**src/rc4_pkg.sv**
```systemverilog
// Shared types and constants for the RC4 stream cipher.
// It has no dependencies. The controller, the datapath and the top level import it.
`default_nettype none

package rc4_pkg;

  localparam int SBOX_ENTRIES  = 256;
  localparam int SBOX_AW       = 8;
  localparam int BYTE_W        = 8;
  localparam int KEY_WORD_W    = 64;
  localparam int KEY_LEN_W     = 5;
  localparam int MAX_KEY_BYTES = 16;
  localparam int KPOS_W        = 4;
  localparam int CFG_IDX_W     = 2;

  localparam logic [CFG_IDX_W-1:0] REG_KEY_WORD_LOW  = 2'd0;
  localparam logic [CFG_IDX_W-1:0] REG_KEY_WORD_HIGH = 2'd1;
  localparam logic [CFG_IDX_W-1:0] REG_KEY_LENGTH    = 2'd2;

  localparam logic [KEY_LEN_W-1:0] KEY_LEN_RESET = 5'd16;

  typedef enum logic [2:0] {
    RD_NEXT_I = 3'd0,
    RD_K      = 3'd1,
    RD_K_NEXT = 3'd2,
    RD_J      = 3'd3,
    RD_T      = 3'd4
  } rd_sel_t;

  typedef enum logic [1:0] {
    WR_FILL = 2'd0,
    WR_J_SI = 2'd1,
    WR_K_SJ = 2'd2,
    WR_I_SJ = 2'd3
  } wr_sel_t;

  typedef struct packed {
    rd_sel_t rd_sel;
    logic    wr_en;
    wr_sel_t wr_sel;
    logic    clr_sched;
    logic    inc_k;
    logic    load_j;
    logic    add_key;
    logic    cap_sj;
    logic    accept;
    logic    load_out;
    logic    hold_ks;
    logic    out_held;
    logic    reset_ij;
  } rc4_cmd_t;

  typedef struct packed {
    logic k_last;
    logic out_free;
  } rc4_sts_t;

endpackage

`default_nettype wire

```
**src/rc4_ram.sv**
```systemverilog
// Generic single-write, single-read RAM with registered read data.
// It has no dependencies. Reading an address in the same cycle it is written returns the old data.
`default_nettype none

module rc4_ram #(
  parameter int WIDTH = 8,
  parameter int DEPTH = 256
) (
  input  wire                      clk,
  input  wire                      wr_en,
  input  wire [$clog2(DEPTH)-1:0]  wr_addr,
  input  wire [WIDTH-1:0]          wr_data,
  input  wire [$clog2(DEPTH)-1:0]  rd_addr,
  output logic [WIDTH-1:0]         rd_data
);

  logic [WIDTH-1:0] mem [DEPTH];

  always_ff @(posedge clk) begin
    if (wr_en) begin
      mem[wr_addr] <= wr_data;
    end
    rd_data <= mem[rd_addr];
  end

endmodule

`default_nettype wire

```
**src/rc4_ctrl.sv**
```systemverilog
// Controller for the RC4 stream cipher: key schedule and keystream sequencing.
// It depends on rc4_pkg and drives the datapath through rc4_cmd_t.
`default_nettype none

module rc4_ctrl
  import rc4_pkg::*;
(
  input  wire            clk,
  input  wire            rst_n,
  input  wire            in_tvalid,
  input  wire            in_tlast,
  output logic           in_tready,
  input  wire rc4_sts_t  sts,
  output rc4_cmd_t       cmd
);

  typedef enum logic [9:0] {
    ST_IDLE = 10'b0000000001,
    ST_FILL = 10'b0000000010,
    ST_KA   = 10'b0000000100,
    ST_KB   = 10'b0000001000,
    ST_KC   = 10'b0000010000,
    ST_KD   = 10'b0000100000,
    ST_GB   = 10'b0001000000,
    ST_GC   = 10'b0010000000,
    ST_GW   = 10'b0100000000,
    ST_GH   = 10'b1000000000
  } state_t;

  state_t state_r, state_nxt;
  logic   need_sched_r, need_sched_nxt;
  logic   accept;

  assign in_tready = ((state_r == ST_IDLE) || (state_r == ST_GW) || (state_r == ST_GH))
                     && !need_sched_r && sts.out_free;
  assign accept    = in_tvalid && in_tready;

  always_comb begin
    state_nxt      = state_r;
    need_sched_nxt = need_sched_r;
    cmd            = '0;
    cmd.rd_sel     = RD_NEXT_I;
    cmd.wr_sel     = WR_FILL;
    cmd.accept     = accept;
    if (accept) begin
      need_sched_nxt = in_tlast;
    end
    unique case (state_r)
      ST_IDLE: begin
        if (need_sched_r && in_tvalid) begin
          cmd.clr_sched = 1'b1;
          state_nxt     = ST_FILL;
        end else if (accept) begin
          state_nxt = ST_GB;
        end
      end
      ST_FILL: begin
        cmd.wr_en  = 1'b1;
        cmd.wr_sel = WR_FILL;
        cmd.inc_k  = 1'b1;
        if (sts.k_last) begin
          state_nxt = ST_KA;
        end
      end
      ST_KA: begin
        cmd.rd_sel = RD_K;
        state_nxt  = ST_KB;
      end
      ST_KB: begin
        cmd.load_j  = 1'b1;
        cmd.add_key = 1'b1;
        cmd.rd_sel  = RD_J;
        state_nxt   = ST_KC;
      end
      ST_KC: begin
        cmd.cap_sj = 1'b1;
        cmd.wr_en  = 1'b1;
        cmd.wr_sel = WR_J_SI;
        state_nxt  = ST_KD;
      end
      ST_KD: begin
        cmd.wr_en  = 1'b1;
        cmd.wr_sel = WR_K_SJ;
        cmd.rd_sel = RD_K_NEXT;
        cmd.inc_k  = 1'b1;
        if (sts.k_last) begin
          cmd.reset_ij   = 1'b1;
          need_sched_nxt = 1'b0;
          state_nxt      = ST_IDLE;
        end else begin
          state_nxt = ST_KB;
        end
      end
      ST_GB: begin
        cmd.load_j = 1'b1;
        cmd.rd_sel = RD_J;
        state_nxt  = ST_GC;
      end
      ST_GC: begin
        cmd.cap_sj = 1'b1;
        cmd.wr_en  = 1'b1;
        cmd.wr_sel = WR_J_SI;
        cmd.rd_sel = RD_T;
        state_nxt  = ST_GW;
      end
      ST_GW: begin
        cmd.wr_en  = 1'b1;
        cmd.wr_sel = WR_I_SJ;
        if (sts.out_free) begin
          cmd.load_out = 1'b1;
          state_nxt    = accept ? ST_GB : ST_IDLE;
        end else begin
          cmd.hold_ks = 1'b1;
          state_nxt   = ST_GH;
        end
      end
      ST_GH: begin
        if (sts.out_free) begin
          cmd.load_out = 1'b1;
          cmd.out_held = 1'b1;
          state_nxt    = accept ? ST_GB : ST_IDLE;
        end
      end
      default: begin
        state_nxt = ST_IDLE;
      end
    endcase
  end

  always_ff @(posedge clk) begin
    if (!rst_n) begin
      state_r      <= ST_IDLE;
      need_sched_r <= 1'b1;
    end else begin
      state_r      <= state_nxt;
      need_sched_r <= need_sched_nxt;
    end
  end

  a_last_arms_schedule: assert property (@(posedge clk) disable iff (!rst_n)
    (in_tvalid && in_tready && in_tlast) |=> need_sched_r)
    else $error("last beat did not arm the key schedule");

  a_sched_ends_idle: assert property (@(posedge clk) disable iff (!rst_n)
    (state_r == ST_KD && sts.k_last) |=> (state_r == ST_IDLE && !need_sched_r))
    else $error("key schedule did not return to idle");

  a_gen_sequence: assert property (@(posedge clk) disable iff (!rst_n)
    (state_r == ST_GW) |-> ($past(state_r, 2) == ST_GB))
    else $error("keystream write-back out of sequence");

endmodule

`default_nettype wire

```
**src/rc4_dp.sv**
```systemverilog
// Datapath for the RC4 stream cipher: key registers, indices, S-box RAM and output register.
// It depends on rc4_pkg and rc4_ram and is driven by the controller through rc4_cmd_t.
`default_nettype none

module rc4_dp
  import rc4_pkg::*;
(
  input  wire                   clk,
  input  wire                   rst_n,
  input  wire                   cfg_wr_en,
  input  wire [CFG_IDX_W-1:0]   cfg_index,
  input  wire [KEY_WORD_W-1:0]  cfg_wdata,
  input  wire [BYTE_W-1:0]      in_data,
  input  wire                   in_last,
  output logic                  out_valid,
  input  wire                   out_ready,
  output logic [BYTE_W-1:0]     out_data,
  output logic                  out_last,
  input  wire rc4_cmd_t         cmd,
  output rc4_sts_t              sts
);

  logic [KEY_WORD_W-1:0] key_lo_r, key_hi_r;
  logic [KEY_LEN_W-1:0]  key_len_r;
  logic [SBOX_AW-1:0]    k_r, i_r, j_r, j_nxt;
  logic [KPOS_W-1:0]     kpos_r, kpos_max;
  logic [BYTE_W-1:0]     si_r, sj_r, t_val, key_byte, ks_byte;
  logic [BYTE_W-1:0]     ks_r;
  logic [BYTE_W-1:0]     data_r;
  logic                  last_r;
  logic                  byp_j_r, byp_i_r;
  logic                  out_valid_r;
  logic [BYTE_W-1:0]     out_data_r;
  logic                  out_last_r;
  logic [2*KEY_WORD_W-1:0] key_all;
  logic                  ram_we;
  logic [SBOX_AW-1:0]    ram_waddr, ram_raddr;
  logic [BYTE_W-1:0]     ram_wdata, ram_rdata;

  always_ff @(posedge clk) begin
    if (!rst_n) begin
      key_lo_r  <= '0;
      key_hi_r  <= '0;
      key_len_r <= KEY_LEN_RESET;
    end else if (cfg_wr_en) begin
      unique case (cfg_index)
        REG_KEY_WORD_LOW:  key_lo_r  <= cfg_wdata;
        REG_KEY_WORD_HIGH: key_hi_r  <= cfg_wdata;
        REG_KEY_LENGTH:    key_len_r <= cfg_wdata[KEY_LEN_W-1:0];
        default: begin
        end
      endcase
    end
  end

  always_comb begin
    if (key_len_r <= KEY_LEN_W'(1)) begin
      kpos_max = '0;
    end else if (key_len_r >= KEY_LEN_W'(MAX_KEY_BYTES)) begin
      kpos_max = KPOS_W'(MAX_KEY_BYTES - 1);
    end else begin
      kpos_max = KPOS_W'(key_len_r - KEY_LEN_W'(1));
    end
  end

  assign key_all  = {key_hi_r, key_lo_r};
  assign key_byte = key_all[{kpos_r, 3'b000} +: BYTE_W];
  assign j_nxt    = j_r + ram_rdata + (cmd.add_key ? key_byte : '0);
  assign t_val    = si_r + ram_rdata;
  assign ks_byte  = byp_j_r ? si_r : (byp_i_r ? sj_r : ram_rdata);

  always_comb begin
    unique case (cmd.rd_sel)
      RD_NEXT_I: ram_raddr = i_r + SBOX_AW'(1);
      RD_K:      ram_raddr = k_r;
      RD_K_NEXT: ram_raddr = k_r + SBOX_AW'(1);
      RD_J:      ram_raddr = j_nxt;
      RD_T:      ram_raddr = t_val;
      default:   ram_raddr = i_r;
    endcase
  end

  always_comb begin
    ram_we = cmd.wr_en;
    unique case (cmd.wr_sel)
      WR_FILL: begin
        ram_waddr = k_r;
        ram_wdata = k_r;
      end
      WR_J_SI: begin
        ram_waddr = j_r;
        ram_wdata = si_r;
      end
      WR_K_SJ: begin
        ram_waddr = k_r;
        ram_wdata = sj_r;
      end
      WR_I_SJ: begin
        ram_waddr = i_r;
        ram_wdata = sj_r;
      end
      default: begin
        ram_waddr = k_r;
        ram_wdata = k_r;
      end
    endcase
  end

  rc4_ram #(
    .WIDTH (BYTE_W),
    .DEPTH (SBOX_ENTRIES)
  ) u_sbox (
    .clk     (clk),
    .wr_en   (ram_we),
    .wr_addr (ram_waddr),
    .wr_data (ram_wdata),
    .rd_addr (ram_raddr),
    .rd_data (ram_rdata)
  );

  always_ff @(posedge clk) begin
    if (!rst_n) begin
      k_r    <= '0;
      kpos_r <= '0;
      i_r    <= '0;
      j_r    <= '0;
    end else begin
      if (cmd.clr_sched) begin
        k_r    <= '0;
        kpos_r <= '0;
        j_r    <= '0;
      end else begin
        if (cmd.inc_k) begin
          k_r <= k_r + SBOX_AW'(1);
        end
        if (cmd.add_key && cmd.load_j) begin
          kpos_r <= (kpos_r == kpos_max) ? '0 : kpos_r + KPOS_W'(1);
        end
        if (cmd.reset_ij) begin
          i_r <= '0;
          j_r <= '0;
        end else begin
          if (cmd.accept) begin
            i_r <= i_r + SBOX_AW'(1);
          end
          if (cmd.load_j) begin
            j_r <= j_nxt;
          end
        end
      end
    end
  end

  always_ff @(posedge clk) begin
    if (cmd.load_j) begin
      si_r <= ram_rdata;
    end
    if (cmd.cap_sj) begin
      sj_r    <= ram_rdata;
      byp_j_r <= (t_val == j_r);
      byp_i_r <= (t_val == i_r);
    end
    if (cmd.hold_ks) begin
      ks_r <= ks_byte;
    end
    if (cmd.accept) begin
      data_r <= in_data;
      last_r <= in_last;
    end
    if (cmd.load_out) begin
      out_data_r <= data_r ^ (cmd.out_held ? ks_r : ks_byte);
      out_last_r <= last_r;
    end
  end

  always_ff @(posedge clk) begin
    if (!rst_n) begin
      out_valid_r <= 1'b0;
    end else if (cmd.load_out) begin
      out_valid_r <= 1'b1;
    end else if (out_ready) begin
      out_valid_r <= 1'b0;
    end
  end

  assign out_valid    = out_valid_r;
  assign out_data     = out_data_r;
  assign out_last     = out_last_r;
  assign sts.k_last   = (k_r == SBOX_AW'(SBOX_ENTRIES - 1));
  assign sts.out_free = !out_valid_r || out_ready;

  a_out_not_overwritten: assert property (@(posedge clk) disable iff (!rst_n)
    cmd.load_out |-> (!out_valid_r || out_ready))
    else $error("output register loaded while a beat was pending");

endmodule

`default_nettype wire

```
**src/rc4_stream_cipher.sv**
```systemverilog
// An accepted byte passes through states ST_GB, ST_GC and ST_GW; its result is then
// registered in the output register, and a full output stalls it in ST_GH. The next
// byte can be accepted in ST_GW or ST_GH; the S-box RAM's port sets the pace. Each
// message's first byte waits for the key schedule: a 256-entry fill, then keyed swaps.
// Synchronous active-low reset clears the key to zero, sets the key length to 16 and
// arms the key schedule; the S-box is not cleared and is filled by the schedule.
`default_nettype none

module rc4_stream_cipher
  import rc4_pkg::*;
(
  input  wire                   clk,
  input  wire                   rst_n,
  input  wire                   cfg_wr_en,
  input  wire [CFG_IDX_W-1:0]   cfg_index,
  input  wire [KEY_WORD_W-1:0]  cfg_wdata,
  input  wire                   in_tvalid,
  output logic                  in_tready,
  input  wire [BYTE_W-1:0]      in_tdata,   // [7:0] data_byte
  input  wire                   in_tlast,
  output logic                  out_tvalid,
  input  wire                   out_tready,
  output logic [BYTE_W-1:0]     out_tdata,  // [7:0] result_byte
  output logic                  out_tlast
);

  rc4_cmd_t cmd;
  rc4_sts_t sts;

  rc4_ctrl u_ctrl (
    .clk       (clk),
    .rst_n     (rst_n),
    .in_tvalid (in_tvalid),
    .in_tlast  (in_tlast),
    .in_tready (in_tready),
    .sts       (sts),
    .cmd       (cmd)
  );

  rc4_dp u_dp (
    .clk       (clk),
    .rst_n     (rst_n),
    .cfg_wr_en (cfg_wr_en),
    .cfg_index (cfg_index),
    .cfg_wdata (cfg_wdata),
    .in_data   (in_tdata),
    .in_last   (in_tlast),
    .out_valid (out_tvalid),
    .out_ready (out_tready),
    .out_data  (out_tdata),
    .out_last  (out_tlast),
    .cmd       (cmd),
    .sts       (sts)
  );

endmodule

`default_nettype wire
```
**config.mk**
```make
export PLATFORM = sky130hd
export DESIGN_NAME = rc4_stream_cipher
export DESIGN_NICKNAME = d
export VERILOG_FILES = /design/src/rc4_pkg.sv /design/src/rc4_ram.sv /design/src/rc4_ctrl.sv /design/src/rc4_dp.sv /design/src/rc4_stream_cipher.sv
export SDC_FILE = /design/constraint.sdc
export NUM_CORES = 2
export LEC_CHECK = 0
export ABC_CLOCK_PERIOD_IN_PS = 10000
export BUFFER_PORTS_ARGS = -buffer_cell sky130_fd_sc_hd__clkbuf_2
export CAP_MARGIN = 20
export CORE_ASPECT_RATIO = 1.75
export CORE_MARGIN = 10
export CORE_UTILIZATION = 52
export DETAILED_ROUTE_END_ITERATION = 10
export HOLD_SLACK_MARGIN = 0.05
export PLACE_DENSITY = 0.66
export SLEW_MARGIN = 20
export SYNTH_ARGS = -nofsm -noshare
export SYNTH_HDL_FRONTEND = slang
export SYNTH_SLANG_ARGS = --single-unit
```
**constraint.sdc**
```tcl
create_clock -name clk -period 10 [get_ports clk]
set_clock_uncertainty 0.2 [all_clocks]
set_input_delay 0.5 -clock clk [delete_from_list [all_inputs] [get_ports clk]]
set_output_delay 0.5 -clock clk [all_outputs]
set_load 0.005 [all_outputs]
```
# After elaboration in Yosys (flattened, before gate mapping)
# Memories as Yosys holds them, arrays and structs flattened. A register that Yosys moved wholly into a read port is not among the register bits.
# Index checks and enable logic that the tools add are counted.
# Widths: inputs -> output; s select.
[word_totals]
reg_bits = 217
ram_bits = 2048
inputBits = 80
output_inout_bits = 11
n_memories = 1
[memory_table]
columns = ["name", "words", "width", "read_ports", "rd_clocked_by_memory_dff", "wr", "line", "source"]
rows = [
  ["u_dp.u_sbox.mem", 256, 8, 1, 1, 1, "rc4_ram.sv:17", "logic [WIDTH-1:0] mem [DEPTH];"],
]
[op_classes]
add_sub_neg = 7
n_lt_le_gt_ge = 2
n_eq_ne = 26
shifts = 1
mux = 42
bitwise = 3
n_reduce_logical = 28
[op_table]
columns = ["cell", "count"]
rows = [
  ["$shiftx 128x8->8", 1],
  ["$pmux 10 s10", 1],
  ["$mux 10", 5],
  ["$mux 8", 6],
  ["$pmux 8 s3", 2],
  ["$pmux 8 s5", 1],
  ["$add 8x8->8", 3],
  ["$pmux 3 s4", 2],
  ["$mux 1", 20],
  ["$add 8x1->8 const B", 2],
  ["$eq 8x8->1", 2],
  ["$mux 4", 4],
  ["$reduce_or 2->1", 7],
  ["$eq 10x1->1 const B", 1],
  ["$eq 10x10->1 const B", 1],
  ["$eq 10x2->1 const B", 1],
  ["$eq 10x3->1 const B", 1],
  ["$eq 10x4->1 const B", 1],
  ["$eq 10x5->1 const B", 1],
  ["$eq 10x6->1 const B", 1],
  ["$eq 10x7->1 const B", 1],
  ["$eq 10x8->1 const B", 1],
  ["$eq 10x9->1 const B", 1],
  ["$eq 8x8->1 const B", 1],
  ["25 further kinds", 42],
]

# Logic depth before layout (Yosys ltp)
[logic_depth]
depth_word = 9
ltp_mapped = 23

# Modules after synthesis
# A second synthesis with hierarchy kept.
[unflattened]
hier_cells = 5029
hier_area_um2 = 91351.4
[by_module_without_submodules]
columns = ["mod", "n_inst", "cells_per_inst", "area_per_inst_um2", "seq_area_each_um2"]
rows = [
  ["rc4_ram", 1, 3733, 79556.3, 61659.1],
  ["rc4_dp", 1, 1203, 11018.1, 4564.4],
  ["rc4_ctrl", 1, 93, 777.0, 220.2],
]

# Worst setup path after synthesis
# No wires, ideal clock.
[synth_timing]
path_kind = "register to register"
start = "register u_ctrl.state_r[2]"
end = "memory u_dp.u_sbox.mem[0][2] (data pin)"
setup_time_ps = 820
arrival_time_ps = 5199
required_ps = 8980
slack_ps = 3781
stages_incl_launch_ff = 10
path_buffers = 2
cell_sequence = "dfxtp_1 > clkbuf_1 > nor4_2 > nand2_1 > nor2_1 > nor2_1 > inv_1 > clkbuf_1 > a22oi_1 > nand2_1"
[synth_between]
elab_chain_len = 6
[synth_rtl]
columns = ["element", "line", "source"]
rows = [
  ["start, declared", "rc4_ctrl.sv:30", "state_t state_r, state_nxt;"],
  ["start signal, assigned", "rc4_ctrl.sv:135", "state_r <= state_nxt;"],
  ["$eq 10x5->1 or $eq 10x8->1 (tied branches)", "rc4_ctrl.sv:48", "unique case (state_r)"],
  ["$reduce_or 2->1 (no source line)", "n/a", ""],
  ["$pmux 3 s4 (*)", "rc4_ctrl.sv:48", ""],
  ["$eq 2x2->1", "rc4_dp.sv:85", "unique case (cmd.wr_sel)"],
  ["$reduce_or 2->1 (no source line)", "n/a", ""],
  ["$pmux 8 s3 (*)", "rc4_dp.sv:85", ""],
  ["via u_dp.ram_wdata[2]", "rc4_dp.sv:38", "logic [BYTE_W-1:0] ram_wdata, ram_rdata;"],
  ["end, declared", "rc4_ram.sv:17", ""],
]
# Mark *: on every way through the listed nets, which the timed path passes. The rest lies on a longest branch.

# Final worst setup path
[layout_timing]
start = "register u_dp.kpos_r[0]"
end = "register u_dp.u_sbox.rd_data[3] (read register of u_dp.u_sbox.mem)"
[layout_between]
elab_chain_len = 4
[layout_rtl]
columns = ["element", "line", "source"]
rows = [
  ["start, declared", "rc4_dp.sv:26", "logic [KPOS_W-1:0] kpos_r, kpos_max;"],
  ["start signal, assigned", "rc4_dp.sv:137", "kpos_r <= (kpos_r == kpos_max) ? '0 : kpos_r + KPOS_W'(1);"],
  ["$shiftx 128x8->8", "rc4_dp.sv:67", "assign key_byte = key_all[{kpos_r, 3'b000} +: BYTE_W];"],
  ["$mux 8", "rc4_dp.sv:68", "assign j_nxt = j_r + ram_rdata + (cmd.add_key ? key_byte : '0);"],
  ["$add 8x8->8", "rc4_dp.sv:68", ""],
  ["via u_dp.j_nxt[2]", "rc4_dp.sv:25", "logic [SBOX_AW-1:0] k_r, i_r, j_r, j_nxt;"],
  ["$pmux 8 s5", "rc4_dp.sv:73", "unique case (cmd.rd_sel)"],
  ["end, declared", "rc4_ram.sv:14", "output logic [WIDTH-1:0] rd_data"],
]
# The timed path passes the listed nets, and every way through them passes these cells.
# A chain may end at the register's enable or synchronous reset.

==> results.json <==
{
  "antenna_found_initial": 7,
  "r2r_setup_slack_ns": 1.86,
  "hold_path.class": "in -> reg",
  "postSynthAreaPerCell_sq_um": 13.4,
  "globalRoute.busiestLayer": "met2",
  "place.gp.congestion": 0.961,
  "drc": 0,
  "crit_arrival_ns": 8.68,
  "grt-ovfl-total": 0,
  "min_period_ns": 8.14,
  "row_count": 204,
  "status": "complete, no violations",
  "grt_max_degree": 167,
  "ys_top_cells_by_area": "edfxtp_1, nand2_1, dfxtp_1",
  "drt-total-wl_um": 306000,
  "leakage_nw": 33.9,
  "seq_area_sq_um": 66400,
  "preCtsSetupSlack_ns": 1.84,
  "setup.worst_path.start": "u_dp.kpos_r[0]$_SDFFE_PP0P_",
  "hold_viol": 0,
  "num_vias": 62200,
  "cts_buffer_depth": 4,
  "utilization_pct": 58.0,
  "h-tree-depth": 4,
  "grt_pass1_wl_um": 432000,
  "fin_ws_ns": 1.86,
  "clk_pin_slew_ns": 0.07,
  "fmax_mhz": 123,
  "root_buffer": "clkbuf_16",
  "maxSlewViolCount": 0,
  "met3_usage_pct": 5.75,
  "period_share_pct": 81.4,
  "num-fill-cells": 14000,
  "multi_input_area_sq_um": 24100,
  "met1_usage_pct": 33.2,
  "synth_edf_count": 2092,
  "globalRouteMet2Util_pct": 50.5,
  "start_kind": "register",
  "rr_startpoint": "u_dp.kpos_r[0]$_SDFFE_PP0P_",
  "synth_ff_type": "edfxtp_1",
  "wl_per_cell_um": 32.3,
  "critPathMaxFanout": 25,
  "antenna_left": 0,
  "cts_tree": "done",
  "rsz0062_at_grt": "no",
  "clock_sinks": 2273,
  "required_ns": 10.54,
  "drive_above_1_share_pct": 9.36,
  "die_h_um": 578,
  "initial_core_util_pct": 52.4,
  "firstDrtPassIters": 6,
  "synth_top_cell_area_share_pct": 67.9,
  "synth_top_cell_by_area": "edfxtp_1",
  "power.density_nw_per_um2": 177,
  "die_x_um": 339,
  "ff2ff_path_depth": 16,
  "fin_nets": 7048,
  "viasPerCell": 6.57,
  "synth_area_sq_um": 92500,
  "worstMarginPinSlew_ns": 1.27,
  "syn2layout_area_growth_pct": 10.8,
  "syn_inst": 6918,
  "insertion_delay_ns": 0.87,
  "ys_types": 94,
  "critPathCaptureType": "register",
  "synthesis.nets": 7026,
  "core_area_sq_um": 177000,
  "yosysWarnings": 0,
  "dieArea_sq_um": 196000,
  "grt_pass1_vias": 60200,
  "portBuffers": 90,
  "grt_usage_pct": 30.2,
  "slew_headroom_pct": 14.2,
  "crit_path_end": "u_dp.u_sbox.rd_data[3]$_DFF_P_",
  "dpl.hpwl_um": 190000,
  "cts_resized": 0,
  "setup_violations": 0,
  "report.power.total_w": 0.0182,
  "fin_setup_tns_ns": 0,
  "ir_worst_vdd_v": 0.000153,
  "cts_buffers": 197,
  "cap_viol_max_count": 0,
  "drtIter0Drc": 8119,
  "ys_ff_latch": 2273,
  "r2r-end": "u_dp.u_sbox.rd_data[3]$_DFF_P_",
  "crit_type": "reg -> reg",
  "top_level_ports": 91,
  "ys_seq_area_share_pct": 71.8,
  "async_reset_ff_share_pct": 0
}
==> critical path: stages, from the launching register on <==
cell and delay (ns):
dfxtp_2 0.87, buf_4 0.41, mux4_2 0.58, mux4_2 0.48, and2_1 0.19, fa_1 0.48
fa_1 0.60, a2bb2oi_1 0.13, o221ai_1 0.72, a211o_2 0.36, buf_4 0.49, a211oi_1 0.09
o41ai_1 0.85, o221ai_1 0.26, o31ai_1 0.85, o31ai_1 0.23, a2111oi_2 0.25
==> Yosys cell counts (all sizes together), types with 18 or more instances <==
cell / count
edfxtp: 2092
nand2: 1500
nor2: 362
nand3: 285
buf: 271
a21oi: 261
and3: 251
a211oi: 229
clkbuf: 223
mux2i: 183
dfxtp: 181
a31oi: 149
a32oi: 129
o21ai: 74
nand4: 68
o22ai: 62
a311oi: 52
nor4: 51
a22oi: 40
mux4: 40
a2111oi: 37
nor3: 35
xnor2: 31
xor2: 23
ha: 19
inv: 18
==> sequential cells by signal, indices dropped and copies added (netlist names), 4 cells and up <==
signal / cells
u_dp.key_lo_r: 64
u_dp.out_data: 8
u_dp.u_sbox.rd_data: 8
u_dp.j_r: 8
u_dp.kpos_r: 4
u_dp.key_hi_r: 64
u_dp.data_r: 8
u_dp.si_r: 8
u_dp.ks_r: 8
u_dp.i_r: 8
u_dp.u_sbox.mem: 2048
u_dp.sj_r: 8
u_dp.k_r: 8
u_dp.key_len_r: 5
u_ctrl.state_r: 10
==> through the flow <==
stage                     instance area [sq um]  cells  hold slack (ns)
after floorplan                           92500   6918            0.200
after global placement                    95200   9027            0.204
after detailed placement                  95400   9031            0.226
after CTS                                102000   9457            0.101
after global routing                     103000   9461            0.169
final                                    103000   9466            0.132
==> timing repair <==
item | 4_1_cts | 5_1_grt
buffers inserted | 0 | 0
hold endpoints to repair | 150 | 0
setup endpoints to repair | 0 | 0
hold buffers | 76 | 0
==> power breakdown <==
group	leakage [nW]	switching, W	internal, W
Clock	3.07	0.00344	0.00419
Combinational	9.96	0.000185	0.0000941
Sequential	20.9	0.0000198	0.0103
==> cells by family after synthesis <==
logic type,Yosys count,synth area share [%]
AND/OR/NAND/NOR,2637,12.6
flip-flops,2273,71.8
AO/OA/AOI/OAI,1177,8.92
buffers and inverters,513,2.60
multiplexers,236,3.11
XOR/XNOR,54,0.511
adder cells (fa/ha/maj),28,0.452
==> cells in the final DEF, fill, tap and decap left out, drive strengths merged, types with 151 or more instances in the layout <==
master,Yosys,layout
edfxtp,2092,2092
nand2,1500,1500
nor2,362,362
clkbuf,223,355
nand3,285,285
a21oi,261,261
and3,251,251
a211oi,229,229
mux2i,183,183
dfxtp,181,181
buf,271,151
==> routing by layer <==
layer / share of wire, % / vias to the layer above
met5: 0.0033 / -
met4: 10 / 2
met3: 9.2 / 1105
met2: 49 / 4047
met1: 32 / 30800
li1: - / 26200
==> area by class of cell <==
| type | count | share of cell area, % |
|---|---|---|
| Tap cell | 2369 | 2.89 |
| Antenna cell | 6 | 0.0146 |
| Sequential cell | 2273 | 64.8 |
| Multi-Input combinational cell | 4132 | 23.5 |
| Timing Repair Buffer | 317 | 2.58 |
| Clock buffer | 265 | 5.29 |
| Clock inverter | 85 | 0.818 |
| Inverter | 19 | 0.0720 |
==> worst min path at each step <==
stage,start,endpoint,cells past startpoint
6_report,cfg_index[1],u_dp.key_len_r[4]$_SDFFE_PN1P_,4
5_1_grt,cfg_wr_en,u_dp.key_len_r[4]$_SDFFE_PN1P_,4
4_1_cts,cfg_index[1],u_dp.key_len_r[4]$_SDFFE_PN1P_,4
3_5_place_dp,u_dp.last_r$_DFFE_PP_,u_dp.out_last$_DFFE_PP_,0
3_3_place_gp,u_dp.last_r$_DFFE_PP_,u_dp.out_last$_DFFE_PP_,0
2_1_floorplan,u_dp.last_r$_DFFE_PP_,u_dp.out_last$_DFFE_PP_,0
No activity file was read; power rests on OpenSTA's default activity.
